--- src/design/tlvfx_pkg.sv ---
// Shared types and constants for the TLV field value extractor.
package tlvfx_pkg;

  localparam int unsigned ByteW  = 8;
  localparam int unsigned LenW   = 16;
  localparam int unsigned ValueW = 32;
  localparam int unsigned CauseW = 2;

  // Scan phase of the option parser
  typedef enum logic [1:0] {
    PH_TYPE  = 2'd0,
    PH_LEN   = 2'd1,
    PH_VALUE = 2'd2,
    PH_DONE  = 2'd3
  } phase_t;

  // End cause codes reported with each result
  typedef enum logic [CauseW-1:0] {
    CAUSE_FOUND     = 2'd0,
    CAUSE_END_LIST  = 2'd1,
    CAUSE_BAD_LEN   = 2'd2,
    CAUSE_EXHAUSTED = 2'd3
  } cause_t;

  localparam logic [ByteW-1:0] TargetReset = 8'd1;
  localparam logic [ByteW-1:0] EndOfList   = 8'd0;

endpackage

--- src/design/tlv_field_value_extractor.sv ---
// Top level of the TLV field value extractor: byte register, parser and result register.
//
//   Channel | Direction | Ports                                          | Meaning
//   in_     | input     | in_valid/in_ready, in_data_byte,               | one packet byte
//           |           | in_packet_length, in_first_byte                |
//   out_    | output    | out_valid/out_ready, out_field_value,          | one result per packet
//           |           | out_end_cause                                  |
//   cfg_    | input     | cfg_valid/cfg_ready, cfg_target_type           | target option type
//
// One byte per cycle while out_ready does not hold the flow: a byte sits in
// the input register, the parser step runs on it and a result lands in the
// output register on the next edge, where it shows on out_valid.
// Reset (rst_n low, synchronous) empties both registers, restarts the scan at
// a type byte and sets the target type to 1. When out_ready is low with a
// result waiting, the input register holds and in_ready drops.
module tlv_field_value_extractor (
  input  logic                            clk,
  input  logic                            rst_n,
  input  logic                            in_valid,
  output logic                            in_ready,
  input  logic [tlvfx_pkg::ByteW-1:0]     in_data_byte,
  input  logic [tlvfx_pkg::LenW-1:0]      in_packet_length,
  input  logic                            in_first_byte,
  output logic                            out_valid,
  input  logic                            out_ready,
  output logic [tlvfx_pkg::ValueW-1:0]    out_field_value,
  output logic [tlvfx_pkg::CauseW-1:0]    out_end_cause,
  input  logic                            cfg_valid,
  output logic                            cfg_ready,
  input  logic [tlvfx_pkg::ByteW-1:0]     cfg_target_type
);
  import tlvfx_pkg::*;

  // configuration register
  logic [ByteW-1:0] target_r;

  // input byte register
  logic             s1_valid_r;
  logic [ByteW-1:0] s1_byte_r;
  logic [LenW-1:0]  s1_plen_r;
  logic             s1_first_r;

  // parser state
  phase_t            phase_r, phase_nxt;
  logic [LenW-1:0]   pos_r, pos_nxt;
  logic [ByteW-1:0]  left_r, left_nxt;
  logic [ValueW-1:0] acc_r, acc_nxt;
  logic              tgt_r, tgt_nxt;

  // output register
  logic              out_valid_r;
  logic [ValueW-1:0] out_value_r;
  cause_t            out_cause_r;

  logic out_free;
  logic s1_go;

  // effective state after a first-byte restart
  phase_t          phase_eff;
  logic [LenW-1:0] pos_eff;
  logic [LenW:0]   pos_p1;
  logic [LenW+1:0] opt_end;
  logic [ByteW-1:0] left_dec;
  logic [ValueW-1:0] acc_shift;

  // step decode
  logic   emit;
  logic [ValueW-1:0] emit_value;
  cause_t emit_cause;

  assign cfg_ready = 1'b1;
  assign out_free  = !out_valid_r || out_ready;
  assign s1_go     = s1_valid_r && out_free;
  assign in_ready  = !s1_valid_r || s1_go;

  assign phase_eff = s1_first_r ? PH_TYPE : phase_r;
  assign pos_eff   = s1_first_r ? '0 : pos_r;
  assign pos_p1    = {1'b0, pos_eff} + (LenW+1)'(1);
  assign opt_end   = {1'b0, pos_p1} + (LenW+2)'(s1_byte_r);
  assign left_dec  = left_r - ByteW'(1);
  assign acc_shift = {acc_r[ValueW-ByteW-1:0], s1_byte_r};

  // next-state logic of the parser
  always_comb begin
    phase_nxt = phase_eff;
    pos_nxt   = pos_eff;
    left_nxt  = left_r;
    acc_nxt   = acc_r;
    tgt_nxt   = s1_first_r ? 1'b0 : tgt_r;
    if (phase_eff != PH_DONE) begin
      pos_nxt = pos_p1[LenW-1:0];
    end
    case (phase_eff)
      PH_TYPE: begin
        if ({1'b0, pos_eff} >= {1'b0, s1_plen_r} || s1_byte_r == EndOfList ||
            pos_p1 >= {1'b0, s1_plen_r}) begin
          phase_nxt = PH_DONE;
        end else begin
          tgt_nxt   = (s1_byte_r == target_r);
          phase_nxt = PH_LEN;
        end
      end
      PH_LEN: begin
        if (opt_end >= {2'b00, s1_plen_r}) begin
          phase_nxt = PH_DONE;
        end else if (s1_byte_r == '0) begin
          phase_nxt = tgt_nxt ? PH_DONE : PH_TYPE;
        end else begin
          left_nxt  = s1_byte_r;
          acc_nxt   = '0;
          phase_nxt = PH_VALUE;
        end
      end
      PH_VALUE: begin
        acc_nxt  = acc_shift;
        left_nxt = left_dec;
        if (left_dec == '0) begin
          phase_nxt = tgt_r ? PH_DONE : PH_TYPE;
        end
      end
      default: begin
        phase_nxt = PH_DONE;
      end
    endcase
  end

  // result decode of the parser
  always_comb begin
    emit       = 1'b0;
    emit_value = '0;
    emit_cause = CAUSE_FOUND;
    case (phase_eff)
      PH_TYPE: begin
        if ({1'b0, pos_eff} >= {1'b0, s1_plen_r}) begin
          emit       = 1'b1;
          emit_cause = CAUSE_EXHAUSTED;
        end else if (s1_byte_r == EndOfList) begin
          emit       = 1'b1;
          emit_cause = CAUSE_END_LIST;
        end else if (pos_p1 >= {1'b0, s1_plen_r}) begin
          emit       = 1'b1;
          emit_cause = CAUSE_EXHAUSTED;
        end
      end
      PH_LEN: begin
        if (opt_end >= {2'b00, s1_plen_r}) begin
          emit       = 1'b1;
          emit_cause = CAUSE_BAD_LEN;
        end else if (s1_byte_r == '0 && tgt_nxt) begin
          emit = 1'b1;
        end
      end
      PH_VALUE: begin
        if (left_dec == '0 && tgt_r) begin
          emit       = 1'b1;
          emit_value = acc_shift;
        end
      end
      default: begin
        emit = 1'b0;
      end
    endcase
  end

  // configuration write
  always_ff @(posedge clk) begin
    if (!rst_n) begin
      target_r <= TargetReset;
    end else if (cfg_valid && cfg_ready) begin
      target_r <= cfg_target_type;
    end
  end

  // input byte register
  always_ff @(posedge clk) begin
    if (!rst_n) begin
      s1_valid_r <= 1'b0;
    end else if (in_ready) begin
      s1_valid_r <= in_valid;
    end
  end

  always_ff @(posedge clk) begin
    if (in_valid && in_ready) begin
      s1_byte_r  <= in_data_byte;
      s1_plen_r  <= in_packet_length;
      s1_first_r <= in_first_byte;
    end
  end

  // parser state update
  always_ff @(posedge clk) begin
    if (!rst_n) begin
      phase_r <= PH_TYPE;
      pos_r   <= '0;
      left_r  <= '0;
      acc_r   <= '0;
      tgt_r   <= 1'b0;
    end else if (s1_go) begin
      phase_r <= phase_nxt;
      pos_r   <= pos_nxt;
      left_r  <= left_nxt;
      acc_r   <= acc_nxt;
      tgt_r   <= tgt_nxt;
    end
  end

  // output register
  always_ff @(posedge clk) begin
    if (!rst_n) begin
      out_valid_r <= 1'b0;
    end else if (out_free) begin
      out_valid_r <= s1_go && emit;
    end
  end

  always_ff @(posedge clk) begin
    if (s1_go && emit) begin
      out_value_r <= emit_value;
      out_cause_r <= emit_cause;
    end
  end

  assign out_valid       = out_valid_r;
  assign out_field_value = out_value_r;
  assign out_end_cause   = out_cause_r;

endmodule

--- config.mk ---
export PLATFORM = sky130hd
export DESIGN_NAME = tlv_field_value_extractor
export DESIGN_NICKNAME = d
export VERILOG_FILES = /design/src/design/tlvfx_pkg.sv /design/src/design/tlv_field_value_extractor.sv
export SDC_FILE = /design/constraint.sdc
export NUM_CORES = 1
export LEC_CHECK = 0
export ABC_AREA = 1
export BUFFER_PORTS_ARGS = -buffer_cell sky130_fd_sc_hd__buf_2
export CAP_MARGIN = 20
export CELL_PAD_IN_SITES_DETAIL_PLACEMENT = 0
export CELL_PAD_IN_SITES_GLOBAL_PLACEMENT = 1
export CORE_AREA = 2 2 129 131
export CTS_CLUSTER_SIZE = 16
export DETAILED_ROUTE_END_ITERATION = 10
export DIE_AREA = 0 0 131 133
export GPL_TIMING_DRIVEN = 1
export PLACE_DENSITY = 0.78
export SYNTH_ARGS = -nofsm -noshare
export SYNTH_HDL_FRONTEND = slang
export SYNTH_SLANG_ARGS = --single-unit
--- constraint.sdc ---
create_clock -name clk -period 5.25 [get_ports clk]
set_input_delay 0.525 -clock clk [delete_from_list [all_inputs] [get_ports clk]]
set_output_delay 0.525 -clock clk [all_outputs]
set_load 0.005 [all_outputs]
==> After elaboration in Yosys (flattened, before gate mapping) <==
Cells that the tools add are included.
Widths: inputs -> output; s select.
{ "word_totals": {"elab_cells": 73, "regBits": 120, "out_inout_bits": 37, "inputBits": 38} }
{ "classes": {"reduce_logical": 17, "eq_ne": 6, "muxes": 31, "n_addsub": 3, "n_lt_le_gt_ge": 3} }
{ "ops": {"columns": ["op", "count"], "rows": [
  ["$mux 24", 2],
  ["$pmux 24 s2", 1],
  ["$mux 16", 2],
  ["$mux 2", 11],
  ["$add 17x8->18", 1],
  ["$ge 18x16->1", 1],
  ["$add 16x1->17 const B", 1],
  ["$ge 17x16->1", 1],
  ["$ge 16x16->1", 1],
  ["$logic_not 8->1", 2],
  ["$mux 8", 2],
  ["$pmux 8 s2", 1],
  ["$mux 1", 9],
  ["$eq 8x8->1", 1],
  ["$sub 8x1->8 const B", 1],
  ["$ne 2x2->1 const B", 3],
  ["$pmux 2 s3", 1],
  ["$logic_and 1x1->1", 5],
  ["$logic_or 1x1->1", 4],
  ["$pmux 2 s2", 1],
  ["$reduce_and 4->1", 1],
  ["$pmux 1 s3", 1],
  ["$eq 2x1->1 const B", 1],
  ["$eq 2x2->1 const B", 1],
  ["4 further kinds", 5]
]} }

==> Depth between registers and ports, before layout <==
{ "logic_depth": {"depth_word": 11, "ltp_mapped": 31} }

==> Least setup slack after synthesis <==
Ideal clock, no wire load.
{ "synth_timing": {"path_kind": "register to register", "start": "register s1_first_r", "end": "register out_cause_r[0] (netlist: out_end_cause[0]) (enable)", "arrival_ps": 4019, "setup_time_ps": 389, "slack_ps": 842, "path_stages_with_launch": 29, "path_cell_list": "edfxtp_1 inv_4 buf_6 nand2_1 inv_1 nor2_1 nor2_1 ha_1 a21oi_1 nand2_1 nand3_1 nand3b_1 nand3_1 nand2_1 nand2_1 a21boi_0 nand4_1 xor2_1 ha_1 nand2_1 nor2_1 a211oi_1 nand2_1 a21oi_1 nand3_1 nand2_1 nand3_1 nand2_1 inv_1"} }
{ "synth_between": {"elab_chain_cells": 11} }
{ "synth_rtl": {"columns": ["element", "line", "source"], "rows": [
  ["from (decl)", "tlv_field_value_extractor.sv:41", "logic s1_first_r;"],
  ["from (signal assigned)", "tlv_field_value_extractor.sv:187", "s1_first_r <= in_first_byte;"],
  ["branches (longest 9 deep; another with $add 17x8->18)", null, null],
  ["$pmux 1 s3 (*)", "tlv_field_value_extractor.sv:132", "case (phase_eff)"],
  ["$logic_and 1x1->1 (*)", "tlv_field_value_extractor.sv:218", "if (s1_go && emit) begin"],
  ["to (signal assigned)", "tlv_field_value_extractor.sv:220", "out_cause_r <= emit_cause;"],
  ["to (decl)", "tlv_field_value_extractor.sv:53", "cause_t out_cause_r;"]
]} }
Mark *: on every way between the ends.
A chain may end at the register's enable or synchronous reset.

==> Worst setup path after layout <==
{ "layout_timing": {"start": "register s1_first_r", "end": "register out_value_r[13] (netlist: out_field_value[13]) (enable)"} }
{ "layout_between": {"elab_chain_cells": 11} }
{ "layout_rtl": {"columns": ["element", "line", "source"], "rows": [
  ["branches (longest 9 deep; another with $add 17x8->18)", null, null],
  ["$pmux 1 s3 (*)", "tlv_field_value_extractor.sv:132", null],
  ["$logic_and 1x1->1 (*)", "tlv_field_value_extractor.sv:218", null],
  ["to (signal assigned)", "tlv_field_value_extractor.sv:219", "out_value_r <= emit_value;"],
  ["to (decl)", "tlv_field_value_extractor.sv:52", "logic [ValueW-1:0] out_value_r;"]
]} }
Marked as above.

==> metrics <==
outcome=completed; Routed Antenna Nets=0; Hold Crit Class=primary input to flip-flop; Rel. slew slack=35.8%; PnR worst setup slack=0.516 ns; Comb power frac=10.2%; clock share of power=49.0%; most common cell in the synthesized netlist=nand2_1; H-tree depth=4; Die ar.=17400 µm²; Worst-path clk slew=0.06 ns; Clock Latency Late Sink=0.42 ns; kind of critical path=flip-flop to flip-flop; CTS tree=built; CP peak stage delay=0.43 ns; sw frac=24.8%; Syn Inst Count=861; Max Root-Sink Buffers=2; Avg Cell Area, Syn=8.01 µm²; top cells by count, synth=151 x nand2_1, 129 x inv_1, 125 x nor2_1; Final GP Congestion=0.872; worst setup path endpoint=out_field_value[13]$_SDFFCE_PN0P_; Fin. Hold Viols=0; DRT iter0 DRCs=444; Worst Clk Skew=0.0100 ns; initial antenna violation count=0; FF-to-FF Start=s1_first_r$_DFFE_PP_; pwr dens=314 nW/µm²; peak supply drop=0.213 mV; Min Clock Period, post-route=4.73 ns; FILL cells=1562; ys flop type=dfxtp_1; nets@finish=1034; r2r worst-path depth=30; Hold-fix buffers, CTS=0; Bufs and invs on worst path=6; MaxCap Viol Count=0; Die Wd=131 µm; Synth area leaders=edfxtp_1 26%, dfxtp_1 18%, ha_1 10%; GRT Util Overall=20.0%; Num Clock Sinks=120; Ant. Diodes=0; I/O pin total=75; post-CTS sizing=0; critical path launch point type=flip-flop; number of buffers created by CTS=17; Max Clock Freq=211 MHz; Sw Pwr=0.000633 W; Setup crit end kind=flip-flop; critical path arrival=4.90 ns; sequential element share of the synthesized area=43.4%; Netlist cell types=43; post-CTS setup buffers=0; Slowest cell on crit path=edfxtp_1; Row Count=47; Place WS=0.531 ns; Tot Pwr=0.00256 W; dpl hpwl=12.0 mm; Port Buffers=73; period utilization=90.2%; pin count of the biggest net entering global routing=36; Async S/R FF share, synth=0%; RSZ-0062 raised after global routing=no; synthesized cell area=6900 µm²; top cell type's share of synthesized area=25.7%; Worst Tran Pin Value=0.957 ns; top cell family by delay on the critical path=simple AND/OR/NAND/NOR gates; Max Slew Vio Count=0; initial core utilization=42.7%; crit-path max FO=24; r2r endpoint=out_field_value[13]$_SDFFCE_PN0P_; setup TNS=0 ns; Core Area=16200 µm²; vias in the first global route=5340; chip height=133 µm; drt wl/cell=14.2 µm; area grow syn2layout=18.0%; dominant cell type by area after synthesis=edfxtp_1; CTS root buffer=clkbuf_16; most frequent CP cell=nand2_1; Internal Power=0.00192 W; register share of total power=40.8%; drt total wl=16.7 mm; Stages on worst setup path=30; first-pass GRT wire length=26.8 mm; area occupied by multi-input gates=3270 µm²; Synth Net Count=957; number of enable flip-flop cells after synthesis=59; register bit total from synthesis=120; routed vias/inst=4.85; GR Overflow Total=0; share of cells above drive strength 1=14.2%; r2r setup slk=0.52 ns; Synth Warn #=0; Leak Pwr=3.78 nW; sequential cell area=2990 µm²; final setup fails=0; DR vias=5679; CP startpoint=s1_first_r$_DFFE_PP_; Worst Path Required=5.42 ns; drt first pass iters=7; Final Util=50.3%; Post-route DRC=0
[placed cells by master, fill, tap and decap left out, drive strengths merged]
master and instances:
a211oi 7, a21boi 2, a21o 2, a21oi 62, a31oi 1, a41oi 2
buf 80, bufinv 4, clkbuf 19, clkinv 5, clkinvlp 3, conb 1
dfxtp 61, edfxtp 59, fa 1, ha 57, inv 137, nand2 156
nand3 53, nand3b 3, nand4 9, nor2 131, nor3 9, nor4 3
nor4b 1, o21a 1, o21ai 52, o31a 1, or2 1, xnor2 12
xor2 16
[power by group through the flow]
| stage | Sequential [W] | Combinational, W | Clock (W) |
|---|---|---|---|
| after floorplan | 0.00105 | 0.000187 | 0 |
| after CTS | 0.00104 | 0.000260 | 0.00128 |
| after detailed placement | 0.00106 | 0.000258 | 0 |
| after global routing | 0.00105 | 0.000300 | 0.00131 |
| final | 0.00104 | 0.000260 | 0.00125 |
| after global placement | 0.00106 | 0.000258 | 0 |
[routing by layer]
metal	GRT usage, %	wire [µm]	share of wire, %
met4	6.80	291	1.7
met5	0	0	0
met3	3.68	736	4.4
met1	27.4	7860	47
met2	31.8	7780	47
[registers in the layout, indices dropped and copies added, names as in the netlist, 2 cells and up]
name	flops
acc_r	24
left_r	8
out_end_cause	2
out_field_value	32
phase_r	2
pos_r	16
s1_byte_r	8
s1_plen_r	16
target_r	8
[kinds of logic after synthesis]
| family | share of synthesized area (%) |
|---|---|
| and+or+nand+nor | 22.9 |
| DFF | 43.4 |
| adders and majority gates | 10.6 |
| xor gates and xnor gates | 3.66 |
| other | 0.0544 |
| buffers and inverters | 9.20 |
| AOI/OAI and AO/OA | 10.2 |
[per-stage QoR]
step                      hold WS, ns  instances  cell area (µm²)
after floorplan                 0.439        861             6900
after global placement          0.450       1138             7480
after detailed placement        0.454       1138             7480
after CTS                       0.267       1170             8110
after global routing            0.266       1171             8140
final                           0.281       1171             8140
[layout make-up]
class / instances / share of cell area (%)
Tap cell: 220 / 3.38
Clock buffer: 19 / 5.44
Sequential cell: 120 / 36.8
Clock inverter: 13 / 2.34
Multi-Input combinational cell: 583 / 40.2
Timing Repair Buffer: 80 / 5.53
Inverter: 136 / 6.35
[worst min path at each step]
stage / end / depth (start not counted) / slack [ns] / startpoint
2_1_floorplan: acc_r[23]$_SDFFE_PN0P_ / 2 / 0.44 / acc_r[23]$_SDFFE_PN0P_
3_3_place_gp: acc_r[16]$_SDFFE_PN0P_ / 2 / 0.45 / acc_r[16]$_SDFFE_PN0P_
3_5_place_dp: acc_r[13]$_SDFFE_PN0P_ / 2 / 0.45 / acc_r[13]$_SDFFE_PN0P_
4_1_cts: s1_plen_r[7]$_DFFE_PP_ / 1 / 0.27 / in_packet_length[7]
5_1_grt: s1_plen_r[7]$_DFFE_PP_ / 1 / 0.27 / in_packet_length[7]
6_report: s1_plen_r[7]$_DFFE_PP_ / 1 / 0.28 / in_packet_length[7]
No activity file was read; power rests on OpenSTA's default activity.
